`config.mk`:
```
export PLATFORM = sky130hd
export DESIGN_NAME = energy_meter_frame_decoder
export DESIGN_NICKNAME = d
export VERILOG_FILES = /design/src/rtl/emfd_pkg.sv /design/src/rtl/emfd_div.sv /design/src/rtl/energy_meter_frame_decoder.sv
export VERILOG_INCLUDE_DIRS = /design/src /design/src/rtl
export SDC_FILE = /design/constraint.sdc
export NUM_CORES = 2
export LEC_CHECK = 0
export ABC_CLOCK_PERIOD_IN_PS = 13700
export BUFFER_PORTS_ARGS = -buffer_cell sky130_fd_sc_hd__buf_2
export CAP_MARGIN = 20
export CORE_MARGIN = 2
export CORE_UTILIZATION = 60
export DETAILED_ROUTE_END_ITERATION = 10
export GPL_TIMING_DRIVEN = 0
export PLACE_DENSITY = 0.77
export SLEW_MARGIN = 0
export SYNTH_ARGS = -nofsm -noshare
export SYNTH_HDL_FRONTEND = slang
export SYNTH_SLANG_ARGS = --single-unit
export TNS_END_PERCENT = 1
```
`constraint.sdc`:
```
create_clock -name clock -period 13.7 [get_ports clock]
set_input_delay 2.74 -clock clock [delete_from_list [all_inputs] [get_ports clock]]
set_output_delay 2.74 -clock clock [all_outputs]
set_load 0.1 [all_outputs]
```
`src/rtl/energy_meter_frame_decoder_defines.svh`:
```
// Assertion macros for the frame decoder.
`ifndef ENERGY_METER_FRAME_DECODER_DEFINES_SVH
`define ENERGY_METER_FRAME_DECODER_DEFINES_SVH

// Same-cycle implication, sampled on clock, off during reset.
`define EMFD_ASSERT(label, ante, cons, msg) \
   label: assert property (@(posedge clock) disable iff (reset) (ante) |-> (cons)) \
      else $error(msg);

// Next-cycle implication, sampled on clock, off during reset.
`define EMFD_ASSERT_NEXT(label, ante, cons, msg) \
   label: assert property (@(posedge clock) disable iff (reset) (ante) |=> (cons)) \
      else $error(msg);

`endif

```
`src/rtl/emfd_pkg.sv`:
```
package emfd_pkg;

   localparam int FRAME_BYTES_DEFAULT = 24;

   localparam int COEFF_W = 18;
   localparam logic [COEFF_W-1:0] COEFF_RESET = 18'd123208;

   localparam int CSR_IDX_W = 1;
   localparam logic [CSR_IDX_W-1:0] CSR_VOLTAGE_COEFF = 1'd0;
   localparam logic [CSR_IDX_W-1:0] CSR_POWER_COEFF   = 1'd1;

   localparam logic [1:0] STATUS_OK        = 2'd0;
   localparam logic [1:0] STATUS_CHIP_ERR  = 2'd1;
   localparam logic [1:0] STATUS_BAD_FRAME = 2'd2;

   localparam logic [7:0] HEADER_BYTE   = 8'h5a;
   localparam logic [7:0] CHIP_ERR_BYTE = 8'haa;
   localparam logic [7:0] OVF_LIMIT     = 8'hf0;
   localparam int UPDATE_BIT = 7;

   // byte positions within a frame
   localparam int FLAG_AT  = 0;
   localparam int HDR_AT   = 1;
   localparam int VNUM_AT  = 2;
   localparam int VDEN_AT  = 5;
   localparam int CNUM_AT  = 8;
   localparam int CDEN_AT  = 11;
   localparam int PNUM_AT  = 14;
   localparam int PDEN_AT  = 17;
   localparam int UPD_AT   = 20;
   localparam int PULSE_AT = 21;

   localparam int REG_W    = 24;
   localparam int CENTI_W  = 31;
   localparam int SCALED_W = REG_W + COEFF_W;
   localparam int TOGGLE_W = 8;
   localparam int PULSE_W  = TOGGLE_W + 16;

   localparam logic [REG_W-1:0]   Q24_MAX   = '1;
   localparam logic [CENTI_W-1:0] CENTI_MAX = 31'd1677721500;

   localparam int DIV_NUM_W       = 32;
   localparam int DIV_STEPS_LONG  = DIV_NUM_W / 2;
   localparam int DIV_STEPS_SHORT = REG_W / 2;
   localparam int DIV_CNT_W       = $clog2(DIV_STEPS_LONG + 1);

   typedef struct packed {
      logic [7:0] rx_byte;
      logic       frame_end;
   } req_type;

   typedef struct packed {
      logic [1:0]          status;
      logic [SCALED_W-1:0] voltage_scaled;
      logic [CENTI_W-1:0]  current_centi;
      logic [SCALED_W-1:0] power_scaled;
      logic                power_overflow;
      logic [PULSE_W-1:0]  pulse_count;
      logic                divide_by_zero;
   } rsp_type;

   typedef struct packed {
      logic start;
      logic long_op;
   } div_ctl_type;

endpackage

```
`src/rtl/emfd_div.sv`:
```
module emfd_div (
   input  logic                                    clock,
   input  logic                                    reset,
   input  emfd_pkg::div_ctl_type                   ctl,
   input  logic [emfd_pkg::DIV_NUM_W-1:0]          numer,
   input  logic [emfd_pkg::REG_W-1:0]              denom,
   output logic                                    done,
   output logic [emfd_pkg::DIV_NUM_W-1:0]          quot
);

   localparam int NW = emfd_pkg::DIV_NUM_W;
   localparam int DW = emfd_pkg::REG_W;
   localparam int CW = emfd_pkg::DIV_CNT_W;
   localparam int SHORT_PAD = NW - 2 * emfd_pkg::DIV_STEPS_SHORT;

   logic          busy_ff, busy_in;
   logic          done_ff, done_in;
   logic [CW-1:0] cnt_ff, cnt_in;
   logic [DW-1:0] rem_ff, rem_in;
   logic [NW-1:0] dvd_ff, dvd_in;
   logic [DW-1:0] den_ff, den_in;
   logic [NW-1:0] quot_ff, quot_in;

   logic [DW:0] t1, r1, t2, r2;
   logic        ge1, ge2;

   // two restoring steps per cycle
   assign t1  = {rem_ff, dvd_ff[NW-1]};
   assign ge1 = t1 >= {1'b0, den_ff};
   assign r1  = ge1 ? (t1 - {1'b0, den_ff}) : t1;
   assign t2  = {r1[DW-1:0], dvd_ff[NW-2]};
   assign ge2 = t2 >= {1'b0, den_ff};
   assign r2  = ge2 ? (t2 - {1'b0, den_ff}) : t2;

   always_comb begin
      busy_in = busy_ff;
      done_in = 1'b0;
      cnt_in  = cnt_ff;
      rem_in  = rem_ff;
      dvd_in  = dvd_ff;
      den_in  = den_ff;
      quot_in = quot_ff;
      if (ctl.start) begin
         busy_in = 1'b1;
         rem_in  = '0;
         den_in  = denom;
         quot_in = '0;
         if (ctl.long_op) begin
            dvd_in = numer;
            cnt_in = CW'(emfd_pkg::DIV_STEPS_LONG);
         end else begin
            dvd_in = {numer[NW-SHORT_PAD-1:0], {SHORT_PAD{1'b0}}};
            cnt_in = CW'(emfd_pkg::DIV_STEPS_SHORT);
         end
      end else if (busy_ff) begin
         rem_in  = r2[DW-1:0];
         dvd_in  = {dvd_ff[NW-3:0], 2'b00};
         quot_in = {quot_ff[NW-3:0], ge1, ge2};
         cnt_in  = cnt_ff - 1'b1;
         if (cnt_ff == CW'(1)) begin
            busy_in = 1'b0;
            done_in = 1'b1;
         end
      end
   end

   always_ff @(posedge clock) begin
      if (reset) begin
         busy_ff <= 1'b0;
         done_ff <= 1'b0;
         cnt_ff  <= '0;
      end else begin
         busy_ff <= busy_in;
         done_ff <= done_in;
         cnt_ff  <= cnt_in;
      end
   end

   always_ff @(posedge clock) begin
      rem_ff  <= rem_in;
      dvd_ff  <= dvd_in;
      den_ff  <= den_in;
      quot_ff <= quot_in;
   end

   assign done = done_ff;
   assign quot = quot_ff;

endmodule

```
`src/rtl/energy_meter_frame_decoder.sv`:
```
// Frame decoder for a metering chip's serial frame. A request flagged frame_end closes
// the frame and yields exactly one response. A bad length or header gives status 2, a
// chip error byte status 1, once the response register is free after the closing request.
// A good frame is decoded by one shared restoring divider that retires two quotient bits
// a cycle (12 steps for voltage and power, 16 for current) and one 24x18 multiplier; a
// zero divisor or a power overflow skips the divider work that it would need.
// req_ready is low while a frame is being decoded; bytes of a new frame are accepted
// while an earlier response still waits. Coefficients are written through the csr
// port (index 0 voltage, 1 power, Q2.16) and should be changed only while idle.
`include "energy_meter_frame_decoder_defines.svh"

module energy_meter_frame_decoder #(
   parameter int FRAME_BYTES = emfd_pkg::FRAME_BYTES_DEFAULT
) (
   input  logic                                 clock,
   input  logic                                 reset,
   input  logic                                 req_valid,
   output logic                                 req_ready,
   input  emfd_pkg::req_type                    req_data,
   output logic                                 rsp_valid,
   input  logic                                 rsp_ready,
   output emfd_pkg::rsp_type                    rsp_data,
   input  logic                                 csr_valid,
   output logic                                 csr_ready,
   input  logic [emfd_pkg::CSR_IDX_W-1:0]       csr_index,
   input  logic [emfd_pkg::COEFF_W-1:0]         csr_wdata
);

   localparam int IDX_W = $clog2(FRAME_BYTES);
   localparam logic [IDX_W-1:0] LAST_IDX = IDX_W'(FRAME_BYTES - 1);
   localparam int RW = emfd_pkg::REG_W;
   localparam int NW = emfd_pkg::DIV_NUM_W;
   localparam int CENTI_W = emfd_pkg::CENTI_W;

   localparam logic [3:0] ST_IDLE   = 4'd0;
   localparam logic [3:0] ST_WAIT   = 4'd1;
   localparam logic [3:0] ST_VSTART = 4'd2;
   localparam logic [3:0] ST_VWAIT  = 4'd3;
   localparam logic [3:0] ST_VMUL   = 4'd4;
   localparam logic [3:0] ST_CSTART = 4'd5;
   localparam logic [3:0] ST_CWAIT  = 4'd6;
   localparam logic [3:0] ST_PSTART = 4'd7;
   localparam logic [3:0] ST_PWAIT  = 4'd8;
   localparam logic [3:0] ST_PMUL   = 4'd9;
   localparam logic [3:0] ST_FIN    = 4'd10;

   logic [3:0]                          state_ff, state_in;
   logic [IDX_W-1:0]                    byte_idx_ff, byte_idx_in;
   logic                                overlong_ff, overlong_in;
   logic [emfd_pkg::TOGGLE_W-1:0]       toggle_ff, toggle_in;
   logic                                last_upd_ff, last_upd_in;
   logic [emfd_pkg::COEFF_W-1:0]        vcoeff_ff, vcoeff_in;
   logic [emfd_pkg::COEFF_W-1:0]        pcoeff_ff, pcoeff_in;
   logic                                rsp_valid_ff, rsp_valid_in;
   logic [7:0]                          store_ff [FRAME_BYTES];
   logic [7:0]                          store_in [FRAME_BYTES];
   logic [1:0]                          status_ff, status_in;
   logic [RW-1:0]                       q_ff, q_in;
   emfd_pkg::rsp_type                   rsp_data_ff, rsp_data_in;

   logic                                frame_good;
   logic                                rsp_free;
   logic                                upd_bit;
   logic [RW-1:0]                       vnum, vden, cnum, cden, pnum, pden;
   logic [CENTI_W-1:0]                  cnum_x100;
   logic [emfd_pkg::COEFF_W-1:0]        mul_coeff;
   logic [emfd_pkg::SCALED_W-1:0]       product;
   emfd_pkg::div_ctl_type               div_ctl;
   logic [NW-1:0]                       div_numer;
   logic [RW-1:0]                       div_denom;
   logic                                div_done;
   logic [NW-1:0]                       div_quot;

   assign vnum = {store_ff[emfd_pkg::VNUM_AT], store_ff[emfd_pkg::VNUM_AT+1],
                  store_ff[emfd_pkg::VNUM_AT+2]};
   assign vden = {store_ff[emfd_pkg::VDEN_AT], store_ff[emfd_pkg::VDEN_AT+1],
                  store_ff[emfd_pkg::VDEN_AT+2]};
   assign cnum = {store_ff[emfd_pkg::CNUM_AT], store_ff[emfd_pkg::CNUM_AT+1],
                  store_ff[emfd_pkg::CNUM_AT+2]};
   assign cden = {store_ff[emfd_pkg::CDEN_AT], store_ff[emfd_pkg::CDEN_AT+1],
                  store_ff[emfd_pkg::CDEN_AT+2]};
   assign pnum = {store_ff[emfd_pkg::PNUM_AT], store_ff[emfd_pkg::PNUM_AT+1],
                  store_ff[emfd_pkg::PNUM_AT+2]};
   assign pden = {store_ff[emfd_pkg::PDEN_AT], store_ff[emfd_pkg::PDEN_AT+1],
                  store_ff[emfd_pkg::PDEN_AT+2]};

   // x100 = x64 + x32 + x4
   assign cnum_x100 = ({{(CENTI_W-RW){1'b0}}, cnum} << 6)
                    + ({{(CENTI_W-RW){1'b0}}, cnum} << 5)
                    + ({{(CENTI_W-RW){1'b0}}, cnum} << 2);

   assign frame_good = !overlong_ff && (byte_idx_ff == LAST_IDX);
   assign rsp_free   = !rsp_valid_ff || rsp_ready;
   assign upd_bit    = store_ff[emfd_pkg::UPD_AT][emfd_pkg::UPDATE_BIT];

   assign mul_coeff = (state_ff == ST_PMUL) ? pcoeff_ff : vcoeff_ff;
   assign product   = {{emfd_pkg::COEFF_W{1'b0}}, q_ff} * {{RW{1'b0}}, mul_coeff};

   emfd_div u_div (
      .clock (clock),
      .reset (reset),
      .ctl   (div_ctl),
      .numer (div_numer),
      .denom (div_denom),
      .done  (div_done),
      .quot  (div_quot)
   );

   always_comb begin
      state_in     = state_ff;
      byte_idx_in  = byte_idx_ff;
      overlong_in  = overlong_ff;
      toggle_in    = toggle_ff;
      last_upd_in  = last_upd_ff;
      vcoeff_in    = vcoeff_ff;
      pcoeff_in    = pcoeff_ff;
      rsp_valid_in = rsp_valid_ff;
      store_in     = store_ff;
      status_in    = status_ff;
      q_in         = q_ff;
      rsp_data_in  = rsp_data_ff;
      div_ctl      = '0;
      div_numer    = {{(NW-RW){1'b0}}, vnum};
      div_denom    = vden;

      if (rsp_valid_ff && rsp_ready) begin
         rsp_valid_in = 1'b0;
      end

      if (csr_valid) begin
         case (csr_index)
            emfd_pkg::CSR_VOLTAGE_COEFF: vcoeff_in = csr_wdata;
            emfd_pkg::CSR_POWER_COEFF:   pcoeff_in = csr_wdata;
            default: ;
         endcase
      end

      case (state_ff)
         ST_IDLE: begin
            if (req_valid) begin
               if (!req_data.frame_end) begin
                  if (!overlong_ff) begin
                     store_in[byte_idx_ff] = req_data.rx_byte;
                     if (byte_idx_ff == LAST_IDX) begin
                        overlong_in = 1'b1;
                     end else begin
                        byte_idx_in = byte_idx_ff + 1'b1;
                     end
                  end
               end else begin
                  if (frame_good) begin
                     store_in[byte_idx_ff] = req_data.rx_byte;
                  end
                  byte_idx_in = '0;
                  overlong_in = 1'b0;
                  if (!frame_good || store_ff[emfd_pkg::HDR_AT] != emfd_pkg::HEADER_BYTE) begin
                     status_in = emfd_pkg::STATUS_BAD_FRAME;
                  end else if (store_ff[emfd_pkg::FLAG_AT] == emfd_pkg::CHIP_ERR_BYTE) begin
                     status_in = emfd_pkg::STATUS_CHIP_ERR;
                  end else begin
                     status_in = emfd_pkg::STATUS_OK;
                  end
                  state_in = ST_WAIT;
               end
            end
         end
         ST_WAIT: begin
            if (rsp_free) begin
               rsp_data_in        = '0;
               rsp_data_in.status = status_ff;
               if (status_ff != emfd_pkg::STATUS_OK) begin
                  rsp_valid_in = 1'b1;
                  state_in     = ST_IDLE;
               end else begin
                  state_in = ST_VSTART;
               end
            end
         end
         ST_VSTART: begin
            if (vden == '0) begin
               q_in                       = emfd_pkg::Q24_MAX;
               rsp_data_in.divide_by_zero = 1'b1;
               state_in                   = ST_VMUL;
            end else begin
               div_ctl.start = 1'b1;
               state_in      = ST_VWAIT;
            end
         end
         ST_VWAIT: begin
            if (div_done) begin
               q_in     = div_quot[RW-1:0];
               state_in = ST_VMUL;
            end
         end
         ST_VMUL: begin
            rsp_data_in.voltage_scaled = product;
            state_in                   = ST_CSTART;
         end
         ST_CSTART: begin
            div_numer = {{(NW-CENTI_W){1'b0}}, cnum_x100};
            div_denom = cden;
            if (cden == '0) begin
               rsp_data_in.current_centi  = emfd_pkg::CENTI_MAX;
               rsp_data_in.divide_by_zero = 1'b1;
               state_in                   = ST_PSTART;
            end else begin
               div_ctl.start   = 1'b1;
               div_ctl.long_op = 1'b1;
               state_in        = ST_CWAIT;
            end
         end
         ST_CWAIT: begin
            if (div_done) begin
               rsp_data_in.current_centi = div_quot[CENTI_W-1:0];
               state_in                  = ST_PSTART;
            end
         end
         ST_PSTART: begin
            div_numer = {{(NW-RW){1'b0}}, pnum};
            div_denom = pden;
            if (store_ff[emfd_pkg::FLAG_AT] > emfd_pkg::OVF_LIMIT) begin
               rsp_data_in.power_overflow = 1'b1;
               state_in                   = ST_FIN;
            end else if (pden == '0) begin
               q_in                       = emfd_pkg::Q24_MAX;
               rsp_data_in.divide_by_zero = 1'b1;
               state_in                   = ST_PMUL;
            end else begin
               div_ctl.start = 1'b1;
               state_in      = ST_PWAIT;
            end
         end
         ST_PWAIT: begin
            if (div_done) begin
               q_in     = div_quot[RW-1:0];
               state_in = ST_PMUL;
            end
         end
         ST_PMUL: begin
            rsp_data_in.power_scaled = product;
            state_in                 = ST_FIN;
         end
         ST_FIN: begin
            if (upd_bit != last_upd_ff) begin
               toggle_in   = toggle_ff + 1'b1;
               last_upd_in = upd_bit;
            end
            rsp_data_in.pulse_count = {toggle_in, store_ff[emfd_pkg::PULSE_AT],
                                       store_ff[emfd_pkg::PULSE_AT+1]};
            rsp_valid_in = 1'b1;
            state_in     = ST_IDLE;
         end
         default: begin
            state_in = ST_IDLE;
         end
      endcase
   end

   always_ff @(posedge clock) begin
      if (reset) begin
         state_ff     <= ST_IDLE;
         byte_idx_ff  <= '0;
         overlong_ff  <= 1'b0;
         toggle_ff    <= '0;
         last_upd_ff  <= 1'b0;
         vcoeff_ff    <= emfd_pkg::COEFF_RESET;
         pcoeff_ff    <= emfd_pkg::COEFF_RESET;
         rsp_valid_ff <= 1'b0;
      end else begin
         state_ff     <= state_in;
         byte_idx_ff  <= byte_idx_in;
         overlong_ff  <= overlong_in;
         toggle_ff    <= toggle_in;
         last_upd_ff  <= last_upd_in;
         vcoeff_ff    <= vcoeff_in;
         pcoeff_ff    <= pcoeff_in;
         rsp_valid_ff <= rsp_valid_in;
      end
   end

   always_ff @(posedge clock) begin
      store_ff    <= store_in;
      status_ff   <= status_in;
      q_ff        <= q_in;
      rsp_data_ff <= rsp_data_in;
   end

   assign req_ready = (state_ff == ST_IDLE);
   assign csr_ready = 1'b1;
   assign rsp_valid = rsp_valid_ff;
   assign rsp_data  = rsp_data_ff;

   `EMFD_ASSERT(a_div_done_in_wait, div_done, state_ff == ST_VWAIT || state_ff == ST_CWAIT || state_ff == ST_PWAIT, "divider done outside a wait state")
   `EMFD_ASSERT(a_overlong_at_last, overlong_ff, byte_idx_ff == LAST_IDX, "overlong frame with index short of last byte")
   `EMFD_ASSERT(a_rsp_source, $rose(rsp_valid_ff), $past(state_ff) == ST_FIN || $past(state_ff) == ST_WAIT, "response raised outside frame close")
   `EMFD_ASSERT_NEXT(a_end_leaves_idle, req_valid && req_ready && req_data.frame_end, state_ff == ST_WAIT, "frame end request did not start decode")

endmodule

```
# Word-level counts from Yosys, hierarchy flattened

Index checks and enable logic that the tools add are counted.

Add/subtract/negate cells: 7
Multiply operators: 1
Magnitude comparators: 5
Equality and inequality tests: 30
Multiplexer cells: 70
Bitwise logic cells: 3
Reductions and logical operators: 39

Operators by type and width:

| kind                 | count |
|---|---|
| $mux W192            | 3 |
| $bwmux W192          | 1 |
| $pmux W42 S2         | 2 |
| $mux W24             | 6 |
| $mux W141            | 1 |
| $mux W32             | 3 |
| $pmux W24 S2         | 2 |
| $pmux W31 S3         | 1 |
| $logic_not A24 Y1    | 3 |
| $pmux W24 S3         | 1 |
| $mux W31             | 2 |
| $pmux W31 S2         | 1 |
| $ge A25 B24 Y1       | 2 |
| $sub A24 B24 Y24     | 2 |
| $mul A24 B18 Y42     | 1 |
| $demux W8 S5         | 1 |
| $pmux W4 S10         | 1 |
| $add A30 B29 Y31     | 1 |
| $add A31 B26 Y31     | 1 |
| $mux W5              | 6 |
| $mux W4              | 7 |
| $mux W1              | 22 |
| $mux W18             | 1 |
| $ne A2 B2 Y1 const B | 9 |
| other kinds (38)     | 75 |

Flip-flop bits (word level): 535
Input port bits: 33
Output and inout bits: 146
Word-level logic and storage cells: 203

# Longest topological paths before layout

Word-level depth: 8
Mapped depth: 32
Mapped depth without buffers: 28

# Modules after synthesis

From an unflattened synthesis, not the netlist that was laid out.

Cell total of the unflattened synthesis: 3791
Area, all modules: 38475.7 µm²

By module, submodules not included:

| module                     | instances | cells each | area each (µm²) | sequential area each (µm²) |
|---|---|---|---|---|
| energy_meter_frame_decoder | 1         | 2971       | 30773.3         | 11511.0 |
| emfd_div                   | 1         | 820        | 7702.4          | 2942.8 |

# Least setup slack after synthesis

No wires, ideal clock.

Kind: flip-flop to flip-flop
Start: register state_ff[0]
End: register rsp_data_ff, in the netlist rsp_data[67], data pin
Library setup time: 266 ps
Arrival: 7362 ps
Required time: 13434 ps
Slack: 6073 ps
Cell stages (with the launch flop): 32
Path buffers: 5
Period minus slack after synthesis: 7627 ps
Path through: dfxtp_1 clkbuf_1 nor2b_1 clkbuf_1 nand2_1 clkbuf_1 nand2_1 nand2_1 clkbuf_1 and2_1 fa_1 inv_1 fa_1 fa_1 inv_1 fa_1 fa_1 inv_1 fa_1 inv_1 ha_1 clkbuf_1 and4_1 and4_1 a221oi_1 nand2b_1 a311o_1 a21oi_1 a21oi_1 a31oi_1 xnor2_1 nor2_1

Cells in the longest elaborated chain, start to end: 4
Elaborated cells on any way between the ends: 5
Classes of those cells: mul (1); eq/ne (2); mux (2)

RTL lines:

| element                  | RTL line                                                            | text |
|---|---|---|
| start: declaration       | energy_meter_frame_decoder.sv:47                                    | `logic [3:0] state_ff, state_in;` |
| start signal: assignment | energy_meter_frame_decoder.sv:270                                   | `state_ff <= state_in;` |
| $eq A4 B4 Y1             | energy_meter_frame_decoder.sv:96, energy_meter_frame_decoder.sv:138 |  |
| $mux W18                 | energy_meter_frame_decoder.sv:96                                    | `assign mul_coeff = (state_ff == ST_PMUL) ? pcoeff_ff : vcoeff_ff;` |
| $mul A24 B18 Y42         | energy_meter_frame_decoder.sv:97                                    | `assign product = {{emfd_pkg::COEFF_W{1'b0}}, q_ff} * {{RW{1'b0}}, mul_coeff};` |
| $pmux W42 S2 (*)         | energy_meter_frame_decoder.sv:138                                   | `case (state_ff)` |
| end signal: assignment   | energy_meter_frame_decoder.sv:285                                   | `rsp_data_ff <= rsp_data_in;` |
| end: declaration         | energy_meter_frame_decoder.sv:59                                    | `emfd_pkg::rsp_type rsp_data_ff, rsp_data_in;` |

Every way passes the cells marked *; elsewhere a longest branch is shown, timed or not.
A chain may end at the register's enable or synchronous reset.

# Worst setup path after layout

Start: register state_ff[2]
End: register rsp_data_ff, in the netlist rsp_data[67], data pin

The elaborated chain is that of the path after synthesis.

==> run_results.csv <==
group,metric,value,unit
status,run_status,"complete, no violations",
synthesis,synth.cells.most_frequent,"542 x nand2_1, 494 x inv_1, 402 x edfxtp_1",
detailed_routing,number_of_vias_in_the_routed_layout,28300,
pwr,power_density,157,mW/mm2
worst_setup_path,setup.worst_path.start_class,"register",
synthesis,synthXorXnorAreaFrac,2.53,%
timing,final_hold_viol_count,0,
worst_setup_path,slowest_stage,"clkbuf_1",
floorplanning,core_area,0.0619,mm2
layout,drive_gt1_share,7.78,%
synthesis,synth_top_area_cell,"edfxtp_1",
placement,dp.cells,4718,
worst_setup_path,rr_worst_depth,28,
timing,fin_tns_setup,0,ns
clock_network,cts_inserted_buffers,54,
clock_network,postCtsSetupRepairBufs,0,
placement,place_area,0.0398,mm2
detailed_routing,drt-initial-drc-count,2820,
synthesis,number_of_synthesis_warnings,0,
clock_network,clock_sinks,520,
floorplanning,initial_core_util,61.0,%
synthesis,mapped_cells,3697,
synthesis,synth_flop_cell,"edfxtp_1",
floorplanning,placement_rows,91,
timing,clock-skew-final,0.0693,ns
floorplanning,die-width,255,um
layout,postLayoutCellArea,0.0417,mm2
timing,relSlewSlack,31.8,%
clock_network,cts_tree,"done",
worst_setup_path,worst_ep_required,14.07,ns
worst_setup_path,path_class,"reg -> reg",
detailed_routing,drt_first_pass_iters,6,
detailed_routing,routed_wire_length_per_instance,21.3,um
worst_setup_path,timing.critical_path.arrival,10.22,ns
worst_setup_path,end_kind,"register",
clock_network,cts_max_path_bufs,3,
grt,antenna_found_initial,10,
grt,grt_max_degree,34,
pwr,ir_worst_vdd,0.000143,V
detailed_routing,post-route-drc-count,0,
placement,dp_slack,4.21,ns
detailed_routing,drt-vias-per-instance,5.87,
placement,place.port_buffers,177,
clock_network,ctsHoldBuffers,0,
timing,timing_worst_slew_pin_value,1.02,ns
floorplanning,die-height,255,um
worst_setup_path,cp_common_cell,"fa_1",
layout,flow.area_growth_from_synthesis,10.4,%
timing,post-route-worst-setup-slack,3.85,ns
synthesis,synth.most_common_cell,"nand2_1",
worst_setup_path,cp_slowest_stage_delay,0.64,ns
synthesis,synth.area.top_cells,"edfxtp_1 32%, fa_1 20%, ha_1 6.6%, dfxtp_1 6.3%, nand2_1 5.4%",
synthesis,yosys.area_share.adder,26.5,%
synthesis,synthesis.area_per_instance,10.2,um2
worst_setup_path,cp_max_fo,10,
synthesis,synth.ff_latch_count,520,
synthesis,synth_compound_area_share,8.70,%
synthesis,synth.yosys.seq_area_share,38.2,%
synthesis,synth_top_family_by_area,"adder cells",
job,drv.max_cap_violation_count,0,
timing,final.period_utilization,71.9,%
grt,global_route.overflow_total,0,
clock_network,cts_htree_levels,2,
timing,maxClockFrequency,102,MHz
clock_network,ctsRootBufferMaster,"clkbuf_16",
synthesis,yosys.area.top_type_share,32.0,%
clock_network,cts_resized,0,
synthesis,synth.cell_area,0.0378,mm2
synthesis,post_synth_and_or_nand_nor_area_fraction,15.1,%
timing,timing.final.setup_violations,0,
floorplanning,io_pins,179,
clock_network,clk_latency,0.65,ns
synthesis,synth_cell_type_count,76,
synthesis,ys_async_sr_fraction,0,%
layout,nNetsFinal,4545,
placement,gp_routability_congestion,0.957,
hold_path,min_delay_path_depth,2,
detailed_routing,route.final.wire_length,103000,um
grt,track_usage,32.2,%
timing,setup_repair_after_global_routing_missed_its_margin,"false",
grt,vias_in_the_first_global_route,28100,
synthesis,synth_enable_flop_cells,402,
timing,report.final.slew_viol_count,0,
synthesis,synth.mux.area_fraction,2.30,%
floorplanning,die_outline_area,0.0650,mm2
clock_network,cts.clk_slew.worst_paths,0.06,ns
timing,finalCriticalPeriod,9.85,ns
grt,first_pass_grt_wire_length,158000,um
timing,hold-worst-slack,0.453,ns
hold_path,min_path_type,"reg -> reg",
layout,layoutNonFillerInstCount,4826,
pwr,leakage,18.1,nW
placement,place_hpwl,77500,um
detailed_routing,postRouteAntennaNets,0,
## kinds of logic after synthesis
logic type,Yosys count
simple gates,1220
buf+inv,659
fa+ha+maj,574
compound gates,527
flops,520
xor+xnor,109
mux,86
other cells,2
## layout make-up
cell class / count / area, um2
clock inverter: 22 / 274
timing repair buffer: 184 / 980
buffer: 165 / 652
tap: 837 / 1050
antenna: 6 / 15.0
sequential: 520 / 14400
fill: 4782 / 20300
multi-input combinational: 2519 / 20800
clock buffer: 79 / 1580
inverter: 494 / 1850
## sequential cells by signal (all words and copies together), names as in the netlist, 24 cells and up
name	cells
u_div.rem_ff	24
u_div.quot	31
store_ff	81
pnum	24
rsp_data	143
pden	24
cnum	24
cden	24
q_ff	24
u_div.dvd_ff	32
u_div.den_ff	24
## report_power, final
part	leakage (nW)	internal, mW	switching, mW
sequential	4.69	1.78	0.0536
clock	0.912	0.883	0.652
combinational	12.5	1.16	2.03
total	18.1	3.82	2.73
## stage by stage
stage	util (%)	power [mW]
2_1_floorplan	-	4.18
5_1_grt	67.3	6.92
3_5_place_dp	64.3	4.97
3_3_place_gp	64.1	4.94
4_1_cts	67.3	6.51
6_report	67.3	6.55
## layer usage
metal  GRT usage [%]  wire length (um)  vias up
met2            53.8             49800     1393
met3            4.39              7870      353
met5               0                11        -
li1                -                 -    12700
met1            40.9             38800    13900
met4            17.4              6330        2
## cells in the final DEF, fill, tap and decap left out, types with 6 or more instances in the layout
master,synthesis,final
nand2_1,542,540
inv_1,494,494
edfxtp_1,402,402
fa_1,375,375
nor2_1,228,227
ha_1,199,199
and2_1,197,197
buf_2,3,181
a21oi_1,168,168
clkbuf_1,138,147
o21ai_0,140,140
dfxtp_1,118,118
mux2i_1,80,80
xnor2_1,63,63
a21o_1,62,62
clkbuf_16,0,54
nand2b_1,47,46
xor2_1,46,46
nand3_1,33,33
and3_1,29,29
nor4_1,22,22
nor3_1,23,22
buf_1,21,20
a31oi_1,20,20
nand4_1,18,18
nand3b_1,18,18
o21bai_1,18,18
a211oi_1,15,15
nor2b_1,14,14
o21a_1,13,13
o221ai_1,13,13
clkbuf_8,0,13
a221o_1,12,12
or3_1,11,11
or2_2,9,9
a221oi_1,9,9
o31ai_1,7,7
diode_2,0,6
nor3b_1,6,6
## worst paths after layout
path	slack (ns)	start	end
worst max-delay path	3.85	state_ff[2]$_SDFFE_PP0P_	rsp_data[67]$_SDFFCE_PN0P_
worst min-delay path	0.45	vcoeff_ff[2]$_SDFFE_PP0P_	vcoeff_ff[2]$_SDFFE_PP0P_
worst max register to register	3.85	state_ff[2]$_SDFFE_PP0P_	rsp_data[67]$_SDFFCE_PN0P_
worst min register to register	0.45	vcoeff_ff[2]$_SDFFE_PP0P_	vcoeff_ff[2]$_SDFFE_PP0P_
## worst max-delay path, delay by kind of cell, from the launching register on
kind	cells	cell delay [ns]
AND/OR/NAND/NOR	8	1.73
flip-flops	1	0.40
AO/OA/AOI/OAI	6	1.80
XOR/XNOR	1	0.33
buffers and inverters	6	1.69
adder cells (fa/ha/maj)	7	3.61
No activity file was read; power rests on OpenSTA's default activity.
